## src/design/tcw_pkg.sv

```systemverilog
// Shared types and constants of the text console character writer.
`default_nettype none

package tcw_pkg;

    localparam int COL_W   = 7;
    localparam int ROW_W   = 5;
    localparam int CHAR_W  = 8;
    localparam int CELL_W  = 16;
    localparam int COLOR_W = 4;
    localparam int IDX_W   = 11;
    localparam int POS_W   = 11;
    localparam int CFG_IDX_W = 1;
    localparam int CFG_DATA_W = COLOR_W;

    localparam logic [CELL_W-1:0]  BLANK_CELL = 16'h0700;
    localparam logic [CHAR_W-1:0]  CODE_LF    = 8'h0A;
    localparam logic [CHAR_W-1:0]  CODE_CR    = 8'h0D;

    localparam logic OP_WRITE = 1'b0;
    localparam logic OP_READ  = 1'b1;

    localparam logic [CFG_IDX_W-1:0] REG_FOREGROUND = 1'b0;
    localparam logic [CFG_IDX_W-1:0] REG_BACKGROUND = 1'b1;

    localparam logic [COLOR_W-1:0] FG_RESET = 4'h7;
    localparam logic [COLOR_W-1:0] BG_RESET = 4'h0;

    typedef struct packed {
        logic [COLOR_W-1:0] bg;
        logic [COLOR_W-1:0] fg;
    } attr_t;

    typedef enum logic [2:0] {
        ST_CLEAR,
        ST_IDLE,
        ST_READ,
        ST_COPY,
        ST_BLANK,
        ST_DONE
    } state_t;

endpackage

`default_nettype wire

```

## src/design/tcw_ctrl.sv

```systemverilog
// Sequencer: cursor, request handling, clearing and scroll passes, result register.
`default_nettype none

module tcw_ctrl #(
    parameter int COLUMNS = 80,
    parameter int ROWS    = 25,
    parameter int AW      = 11
) (
    input  wire logic                        aclk,
    input  wire logic                        aresetn,
    input  wire tcw_pkg::attr_t              attr,
    input  wire logic                        s_valid,
    output logic                             s_ready,
    input  wire logic                        s_opcode,
    input  wire logic [tcw_pkg::CHAR_W-1:0]  s_char_code,
    input  wire logic [tcw_pkg::IDX_W-1:0]   s_cell_index,
    output logic                             m_valid,
    input  wire logic                        m_ready,
    output logic      [tcw_pkg::CELL_W-1:0]  m_cell_value,
    output logic      [tcw_pkg::POS_W-1:0]   m_cursor_position,
    output logic                             mem_we,
    output logic      [AW-1:0]               mem_waddr,
    output logic      [tcw_pkg::CELL_W-1:0]  mem_wdata,
    output logic      [AW-1:0]               mem_raddr,
    input  wire logic [tcw_pkg::CELL_W-1:0]  mem_rdata
);
    import tcw_pkg::*;

    localparam int CELLS        = COLUMNS * ROWS;
    localparam int PW           = (AW > POS_W) ? AW : POS_W;
    localparam int CW           = (AW + 1 > IDX_W) ? AW + 1 : IDX_W;
    localparam int BLANK_BASE   = (ROWS - 1) * COLUMNS;
    localparam int SCROLL_START = (ROWS > 1) ? COLUMNS : 0;

    state_t state_reg, state_next;

    logic [AW-1:0]     sweep_reg, sweep_next;
    logic              wr_pend_reg, wr_pend_next;
    logic [AW-1:0]     wr_addr_reg, wr_addr_next;
    logic [COL_W-1:0]  col_reg, col_next;
    logic [ROW_W-1:0]  row_reg, row_next;
    logic              rd_ok_reg, rd_ok_next;
    logic [CELL_W-1:0] res_value_reg, res_value_next;
    logic              m_valid_reg, m_valid_next;
    logic [CELL_W-1:0] m_cell_value_reg;
    logic [POS_W-1:0]  m_cursor_position_reg;

    logic              accept;
    logic              is_lf, is_cr, printable;
    logic [COL_W:0]    col_inc;
    logic              wrap, advance, last_row, scroll;
    logic              sweep_last;
    logic              out_load;
    logic [PW-1:0]     pos_wide;
    logic              idx_ok;

    assign accept    = s_valid && (state_reg == ST_IDLE);
    assign is_lf     = (s_char_code == CODE_LF);
    assign is_cr     = (s_char_code == CODE_CR);
    assign printable = !is_lf && !is_cr;
    assign col_inc   = {1'b0, col_reg} + (COL_W + 1)'(1);
    assign wrap      = (col_inc == (COL_W + 1)'(COLUMNS));
    assign advance   = is_lf || (printable && wrap);
    assign last_row  = (row_reg == ROW_W'(ROWS - 1));
    // A move down from the last row shifts the screen up instead.
    assign scroll    = accept && (s_opcode == OP_WRITE) && advance && last_row;
    assign sweep_last = (sweep_reg == AW'(CELLS - 1));
    assign out_load  = (state_reg == ST_DONE) && (!m_valid_reg || m_ready);
    assign pos_wide  = PW'(row_reg) * PW'(COLUMNS) + PW'(col_reg);
    assign idx_ok    = (CW'(s_cell_index) < CW'(CELLS));

    // Next state.
    always_comb begin
        state_next = state_reg;
        unique case (state_reg)
            ST_CLEAR: begin
                if (sweep_last) state_next = ST_IDLE;
            end
            ST_IDLE: begin
                if (accept) begin
                    if (s_opcode == OP_READ) begin
                        state_next = ST_READ;
                    end else if (scroll) begin
                        state_next = (ROWS > 1) ? ST_COPY : ST_BLANK;
                    end else begin
                        state_next = ST_DONE;
                    end
                end
            end
            ST_READ: state_next = ST_DONE;
            ST_COPY: begin
                if (sweep_last) state_next = ST_BLANK;
            end
            ST_BLANK: begin
                if (!wr_pend_reg && sweep_last) state_next = ST_DONE;
            end
            ST_DONE: begin
                if (out_load) state_next = ST_IDLE;
            end
            default: state_next = ST_CLEAR;
        endcase
    end

    // Outputs toward the input channel and the memory.
    always_comb begin
        s_ready   = 1'b0;
        mem_we    = 1'b0;
        mem_waddr = sweep_reg;
        mem_wdata = BLANK_CELL;
        mem_raddr = sweep_reg;
        unique case (state_reg)
            ST_CLEAR: mem_we = 1'b1;
            ST_IDLE: begin
                s_ready   = 1'b1;
                mem_raddr = AW'(s_cell_index);
                if (accept && (s_opcode == OP_WRITE) && printable) begin
                    mem_we    = 1'b1;
                    mem_waddr = pos_wide[AW-1:0];
                    mem_wdata = {attr.bg, attr.fg, s_char_code};
                end
            end
            ST_BLANK: mem_we = !wr_pend_reg;
            ST_READ, ST_COPY, ST_DONE: begin
                mem_we = 1'b0;
            end
            default: mem_we = 1'b0;
        endcase
        // The copy pass writes each cell in the cycle after it was read.
        if (wr_pend_reg) begin
            mem_we    = 1'b1;
            mem_waddr = wr_addr_reg;
            mem_wdata = mem_rdata;
        end
    end

    // Datapath registers.
    always_comb begin
        sweep_next     = sweep_reg;
        wr_pend_next   = (state_reg == ST_COPY);
        wr_addr_next   = sweep_reg - AW'(COLUMNS);
        col_next       = col_reg;
        row_next       = row_reg;
        rd_ok_next     = rd_ok_reg;
        res_value_next = res_value_reg;
        m_valid_next   = m_valid_reg && !m_ready;
        unique case (state_reg)
            ST_CLEAR: begin
                sweep_next = sweep_last ? '0 : sweep_reg + AW'(1);
            end
            ST_IDLE: begin
                if (accept) begin
                    res_value_next = '0;
                    rd_ok_next     = idx_ok;
                    if (s_opcode == OP_WRITE) begin
                        if (is_lf || is_cr || wrap) begin
                            col_next = '0;
                        end else begin
                            col_next = col_inc[COL_W-1:0];
                        end
                        if (advance && !last_row) begin
                            row_next = row_reg + ROW_W'(1);
                        end
                        if (scroll) begin
                            sweep_next = AW'(SCROLL_START);
                        end
                    end
                end
            end
            ST_READ: begin
                res_value_next = rd_ok_reg ? mem_rdata : '0;
            end
            ST_COPY: begin
                sweep_next = sweep_last ? AW'(BLANK_BASE) : sweep_reg + AW'(1);
            end
            ST_BLANK: begin
                if (!wr_pend_reg && !sweep_last) sweep_next = sweep_reg + AW'(1);
            end
            ST_DONE: begin
                if (out_load) m_valid_next = 1'b1;
            end
            default: sweep_next = '0;
        endcase
    end

    always_ff @(posedge aclk) begin
        if (!aresetn) begin
            state_reg   <= ST_CLEAR;
            sweep_reg   <= '0;
            wr_pend_reg <= 1'b0;
            col_reg     <= '0;
            row_reg     <= '0;
            m_valid_reg <= 1'b0;
        end else begin
            state_reg   <= state_next;
            sweep_reg   <= sweep_next;
            wr_pend_reg <= wr_pend_next;
            col_reg     <= col_next;
            row_reg     <= row_next;
            m_valid_reg <= m_valid_next;
        end
    end

    always_ff @(posedge aclk) begin
        wr_addr_reg   <= wr_addr_next;
        rd_ok_reg     <= rd_ok_next;
        res_value_reg <= res_value_next;
        if (out_load) begin
            m_cell_value_reg      <= res_value_reg;
            m_cursor_position_reg <= pos_wide[POS_W-1:0];
        end
    end

    assign m_valid           = m_valid_reg;
    assign m_cell_value      = m_cell_value_reg;
    assign m_cursor_position = m_cursor_position_reg;

endmodule

`default_nettype wire

```

## config.mk

```make
export PLATFORM = sky130hd
export DESIGN_NAME = tcw_ctrl
export DESIGN_NICKNAME = d
export VERILOG_FILES = /design/src/design/tcw_pkg.sv /design/src/design/tcw_ctrl.sv
export SDC_FILE = /design/constraint.sdc
export NUM_CORES = 1
export LEC_CHECK = 0
export ABC_AREA = 1
export BUFFER_PORTS_ARGS = -buffer_cell sky130_fd_sc_hd__buf_2
export CAP_MARGIN = 20
export CELL_PAD_IN_SITES_DETAIL_PLACEMENT = 1
export CELL_PAD_IN_SITES_GLOBAL_PLACEMENT = 2
export CORE_ASPECT_RATIO = 0.75
export CORE_MARGIN = 2
export CORE_UTILIZATION = 31
export CTS_CLUSTER_DIAMETER = 30
export DETAILED_ROUTE_END_ITERATION = 10
export PLACE_DENSITY_LB_ADDON = 0.1
export SLEW_MARGIN = 5
export SYNTH_ARGS = -nofsm -noshare
export SYNTH_HDL_FRONTEND = slang
export SYNTH_SLANG_ARGS = --single-unit
```

## constraint.sdc

```tcl
create_clock -name aclk -period 3.42 [get_ports aclk]
set_input_delay 0.171 -clock aclk [delete_from_list [all_inputs] [get_ports aclk]]
set_output_delay 0.171 -clock aclk [all_outputs]
set_load 0.05 [all_outputs]
```

Word level (Yosys, flattened, before mapping) --
Cells that the tools add are included.
Cells by class: bitwise operators 2, magnitude comparators 1, $add $sub $neg 5, reductions and logical operators 32, eq/ne operators 18, multiply operators 1, multiplexer cells 32
Operators by type and width (count):
- 11-bit two-way mux | 10
- 16-bit two-way mux | 5
- 11-bit one-hot mux with 5 select lines | 1
- 16-bit one-hot mux with 2 select lines | 1
- 3-bit two-way mux | 7
- 3-bit one-hot mux with 6 select lines | 1
- 8-bit by 4-bit equality test with 1-bit output (second input constant) | 2
- 2-bit != test (second input constant) | 7
- 1-bit logical AND | 12
- 11-bit by 1-bit adder with 11-bit output (second input constant) | 1
- 11-bit by 7-bit adder with 11-bit output | 1
- 11-bit equality test (second input constant) | 1
- 11-bit < comparator (second input constant) | 1
- 11-bit by 7-bit subtractor with 11-bit output (second input constant) | 1
- 5-bit AND reduction | 2
- 7-bit by 1-bit adder with 8-bit output (second input constant) | 1
- 8-bit by 7-bit equality test with 1-bit output (second input constant) | 1
- 1-bit zero test | 7
- 5-bit by 3-bit multiplier with 7-bit output (second input constant) | 1
- 7-bit two-way mux | 1
- 3-bit by 2-bit equality test with 1-bit output (second input constant) | 2
- 3-bit equality test (second input constant) | 2
- 5-bit by 1-bit adder with 5-bit output (second input constant) | 1
- 5-bit equality test (second input constant) | 1
- other kinds (12) | 21
Word-level totals: logic and storage cells 102, register bits after elaboration 83, output and inout port bits 68, bits of input ports 48

Logic depth before layout (Yosys ltp) --
depth after elaboration 11, gate-level depth with buffers 14, depth with buffers taken out 13

Least setup slack after synthesis --
Ideal clock, no wire load.
path type flip-flop to output port, from register state_reg[2], to output mem_raddr[0], stages on the path, launching flop included 7, setup slack 661 ps, required time 3249 ps, arrival time 2588 ps, path buffers 2, path through dfxtp_1 > inv_2 > nand2_4 > buf_2 > clkinv_1 > clkbuf_1 > o21ai_0
On the way: longest elaborated chain between the ends 2
RTL lines:
- start: declaration | RTL line tcw_ctrl.sv:35 | state_t state_reg, state_next;
- start signal: assignment | RTL line tcw_ctrl.sv:194 | state_reg <= state_next;
- 3-bit by 1-bit equality test with 1-bit output | RTL line tcw_ctrl.sv:111 | unique case (state_reg)
- 11-bit two-way mux | RTL line tcw_ctrl.sv:111
- end: declaration | RTL line tcw_ctrl.sv:24 | output logic [AW-1:0] mem_raddr,
Every way passes these cells.

Final worst setup path --
from register row_reg[3], to output mem_waddr[10]
On the way: longest elaborated chain between the ends 5
RTL lines:
- start: declaration | RTL line tcw_ctrl.sv:41 | logic [ROW_W-1:0] row_reg, row_next;
- start signal: assignment | RTL line tcw_ctrl.sv:198 | row_reg <= row_next;
- 5-bit by 3-bit multiplier with 7-bit output | RTL line tcw_ctrl.sv:69 | assign pos_wide = PW'(row_reg) * PW'(COLUMNS) + PW'(col_reg);
- 11-bit by 7-bit adder with 11-bit output | RTL line tcw_ctrl.sv:69
- named net pos_wide[10] | RTL line tcw_ctrl.sv:54 | logic [PW-1:0] pos_wide;
- 11-bit two-way mux | RTL line tcw_ctrl.sv:116 | if (accept && (s_opcode == OP_WRITE) && printable) begin
- 11-bit two-way mux | RTL line tcw_ctrl.sv:111
- 11-bit two-way mux | RTL line tcw_ctrl.sv:129 | if (wr_pend_reg) begin
- end: declaration | RTL line tcw_ctrl.sv:22 | output logic [AW-1:0] mem_waddr,
The timed path passes the listed nets, and every way through them passes these cells.

==> impl_table.tex <==
\begin{tabular}{lr}
\hline
Metric & Value \\
\hline
\multicolumn{2}{l}{\textbf{Clocking}} \\
CTS root buffer & sky130\_fd\_sc\_hd\_\_clkbuf\_16 \\
Count of H-tree levels built during CTS & 3 \\
Clock insertion delay at the later pin of the skew report & $\sim$0.35 ns \\
Quantity of hold-fixing buffers added after cts & 0 \\
Total of cells resized after clock tree synthesis & 0 \\
Setup fix buffers added after clock tree synthesis & 0 \\
Clock transition at the registers of the reported paths & around 0.070 ns \\
Clk buf depth & 2 \\
TritonCTS clock tree & yes \\
Clock sinks & a little over 80 \\
Total clock buffers created by CTS & 9 \\
\multicolumn{2}{l}{\textbf{Routing}} \\
Count of unresolved DRC violations after routing & 0 \\
Total via count in the routed design & 4060 \\
First-pass DRT Iterations & 4 \\
Ratio of routed vias to standard cells & 4.69 \\
Routed wire length & roughly 13000 um \\
Starting DRC count in detailed routing & a little under 200 \\
Number of antenna-violating nets in the routed design & 0 \\
Post-detailed-route wirelength per cell & between 15 and 20 um \\
\multicolumn{2}{l}{\textbf{Setup path}} \\
Depth of the critical timing path with buffers and inverters included & 9 \\
Start of the worst register-to-register path & col\_reg[1] \\
Cells traversed along the worst timing path & ha\_1 > ha\_1 > fa\_1 > xor2\_1 > nand3\_1 > xor2\_1 > nand2\_1 > o211ai\_1 > buf\_2 \\
Number of buffer and inverter stages on the critical path & 1 \\
Category of cells accounting for the largest share of critical-path delay & adder cells \\
Worst Setup End Kind & primary output \\
Worst-case register-to-register setup slack & 1.01 ns \\
Number of cell instances on the worst register-to-register path & 12 \\
Category of the critical setup timing path & flop to primary output \\
CP peak stage delay & about 0.42 ns \\
Worst setup path end & mem\_waddr[10] \\
Arrival time of data at the critical path endpoint & 2.77 ns \\
Worst-path maximum fanout & 5 \\
Launching element of the worst setup path & row\_reg[3] \\
Required arrival time at the worst endpoint & roughly 3.3 ns \\
CP startpoint kind & flop \\
Cell with the largest stage delay on the worst path & sky130\_fd\_sc\_hd\_\_dfxtp\_1 \\
R2R Path End & sweep\_reg[2] \\
\multicolumn{2}{l}{\textbf{Logic synthesis}} \\
Most numerous cell types in the synthesized netlist & sky130\_fd\_sc\_hd\_\_nand2\_1, sky130\_fd\_sc\_hd\_\_inv\_1, sky130\_fd\_sc\_hd\_\_nor2\_1 \\
Mean cell area of the mapped netlist & about 8.2 um\^{}2 \\
Post-Synthesis Cells & $\sim$550 \\
Number of enable flip-flop cells after synthesis & 44 \\
Most frequently used cell type in the post-synthesis netlist & sky130\_fd\_sc\_hd\_\_nand2\_1 \\
Biggest area consumer among synthesized cells & sky130\_fd\_sc\_hd\_\_edfxtp\_1 \\
Share of flip-flops with an asynchronous set or reset & 0\% \\
Area share of the leading cell type in the synthesized netlist & approximately 29\% \\
Synth Cell Area & 4540 um\^{}2 \\
Number of synthesized register bits & 83 \\
Main flop type after synthesis & sky130\_fd\_sc\_hd\_\_edfxtp\_1 \\
Warnings from Yosys & 0 \\
Seq/Total Area, Yosys & 46.3\% \\
Distinct cell type count of the synthesized netlist & 40 \\
Top cells by area in the synthesized netlist & sky130\_fd\_sc\_hd\_\_edfxtp\_1, sky130\_fd\_sc\_hd\_\_dfxtp\_1, sky130\_fd\_sc\_hd\_\_nand2\_1 \\
Synthesized net count & slightly above 600 \\
\multicolumn{2}{l}{\textbf{STA}} \\
Worst clock skew & about 0.011 ns \\
Count of final max-slew check failures & 0 \\
Post-Route Setup TNS & 0 ns \\
Upper clock frequency limit & 341 MHz \\
Period Utilization, post-route & between 80\% and 90\% \\
Transition at the pin with the smallest max-transition slack & roughly 0.7 ns \\
Setup violations, final & 0 \\
Worst slew margin relative to its limit & around 53\% \\
Unrepaired setup endpoints after global routing & no \\
Total count of hold-check failures in the final report & 0 \\
Final worst path period need & between 2 and 3 ns \\
\multicolumn{2}{l}{\textbf{Global route}} \\
First-pass GRT wire length & 21000 um \\
Via count of the first global-routing pass & between 4000 and 5000 \\
Initial antenna violation count & 0 \\
GR Util met1 & a little under a quarter \\
Tot GR Track Use & between 10\% and 20\% \\
Overall overflow remaining after global route & 0 \\
Met2 Track Usage GR & between 20 and 30\% \\
Maximum number of pins on one net before global-route repair & 23 \\
Met3 global-route usage & 3.29\% \\
Most Crowded Layer GR & met2 \\
\multicolumn{2}{l}{\textbf{Floorplan}} \\
Initial Utilization & roughly a third \\
Standard cell core area & between 10000 and 15000 um\^{}2 \\
Standard-cell row count & 38 \\
Die Y & 109 um \\
Die area & between 15000 and 20000 um\^{}2 \\
Number of top-level pins & 116 \\
Die Span X & about 140 um \\
\multicolumn{2}{l}{\textbf{Power and ir drop}} \\
Maximum vdd ir drop & 0.231 mV \\
Leakage component of the power & about 2.5 nW \\
Power Dens Cells & roughly 380 nW/um\^{}2 \\
Overall power of the completed layout & roughly 0.0021 W \\
\multicolumn{2}{l}{\textbf{Cells and area}} \\
Final std cells w/o fill & around 870 \\
Synthesis-to-layout area growth & 22.8\% \\
Fillers & approximately 1800 \\
Flip-flop and latch area & $\sim$2100 um\^{}2 \\
Number of nets in the layout & $\sim$730 \\
Footprint of the multi-input gates & 2030 um\^{}2 \\
Count of antenna diodes in the layout & 0 \\
Layout cell share with drive strength beyond 1 & between 20\% and 30\% \\
\multicolumn{2}{l}{\textbf{Placement}} \\
Post-DP HPWL & $\sim$11000 um \\
Routability congestion estimate from global placement & $\sim$0.83 \\
Cell Count Post-Placement & 849 \\
Number of port buffers & 115 \\
\multicolumn{2}{l}{\textbf{Status}} \\
Outcome & finished, final reports clean \\
\multicolumn{2}{l}{\textbf{Hold path}} \\
Hold/Removal Path Class & input port to flop \\
\multicolumn{2}{l}{\textbf{Job}} \\
Maxcap violations & 0 \\
\hline
\end{tabular}
==> worst min-delay path by stage <==
stage	startpoint	to	depth (start not counted)
after CTS	m_ready	m_valid	4
after floorplan	s_cell_index[8]	rd_ok_reg	1
after global routing	mem_rdata[12]	res_value_reg[12]	3
final	m_ready	m_valid	4
after detailed placement	sweep_reg[0]	wr_addr_reg[0]	0
after global placement	sweep_reg[0]	wr_addr_reg[0]	0
==> layer usage <==
layer | vias to the layer above | routed length [um] | part of all wire (%)
li1 | 2039 | - | -
met1 | 1926 | 6570 | 49
met2 | 82 | 6180 | 46
met3 | 13 | 545 | 4.1
met4 | 0 | 149 | 1.1
met5 | - | 0 | 0
==> cells by family after synthesis <==
family | synth area share (%)
adders and majority gates | 5.30
and+or+nand+nor | 24.2
buffers and inverters | 8.97
AOI/OAI and AO/OA | 12.1
xor gates and xnor gates | 3.09
DFF | 46.3
==> cell type report <==
type	count	area share [%]
multi-input cells	369	36.5
clock buffers	9	4.04
inverters	80	5.39
flip-flops and latches	83	37.7
clock inverters	7	1.28
repair buffers	117	10.6
well taps	200	4.49
==> metrics by stage <==
stage	utilization [%]	hold slack [ns]	cell area [um^2]	worst slack, ns
final	38.8	0.146	5570	0.483
after global routing	38.8	0.137	5570	0.287
after CTS	38.8	0.133	5570	0.445
after detailed placement	36.7	0.383	5270	0.825
after global placement	36.7	0.383	5270	0.924
after floorplan	-	0.344	4540	0.661
==> report_power, final <==
part           internal [W]  switching, W
clock network      0.000513      0.000455
logic             0.0000352     0.0000639
registers           0.00104    0.00000517
==> placed cells by master (no fill, tap or decap), drive strengths merged <==
cell type / instances
inv: 81
o21bai: 1
nor3b: 1
dfxtp: 39
o221ai: 4
xor2: 14
nor3: 5
o2111ai: 1
edfxtp: 44
nor2: 63
a31oi: 1
buf: 117
nand4: 10
ha: 16
clkbuf: 9
o211ai: 9
fa: 2
clkinvlp: 2
o21a: 2
nand2: 121
a21oi: 31
xnor2: 2
a211oi: 1
o22ai: 11
or2: 1
clkinv: 4
o21ai: 33
nand3: 40
==> worst min-delay path: cells and delay by family <==
family	cells	cell delay, ns
buffers and inverters	2	0.13
AO/OA/AOI/OAI	1	0.06
AND/OR/NAND/NOR	1	0.08
Note: power is estimated with default switching activity, not from simulation.
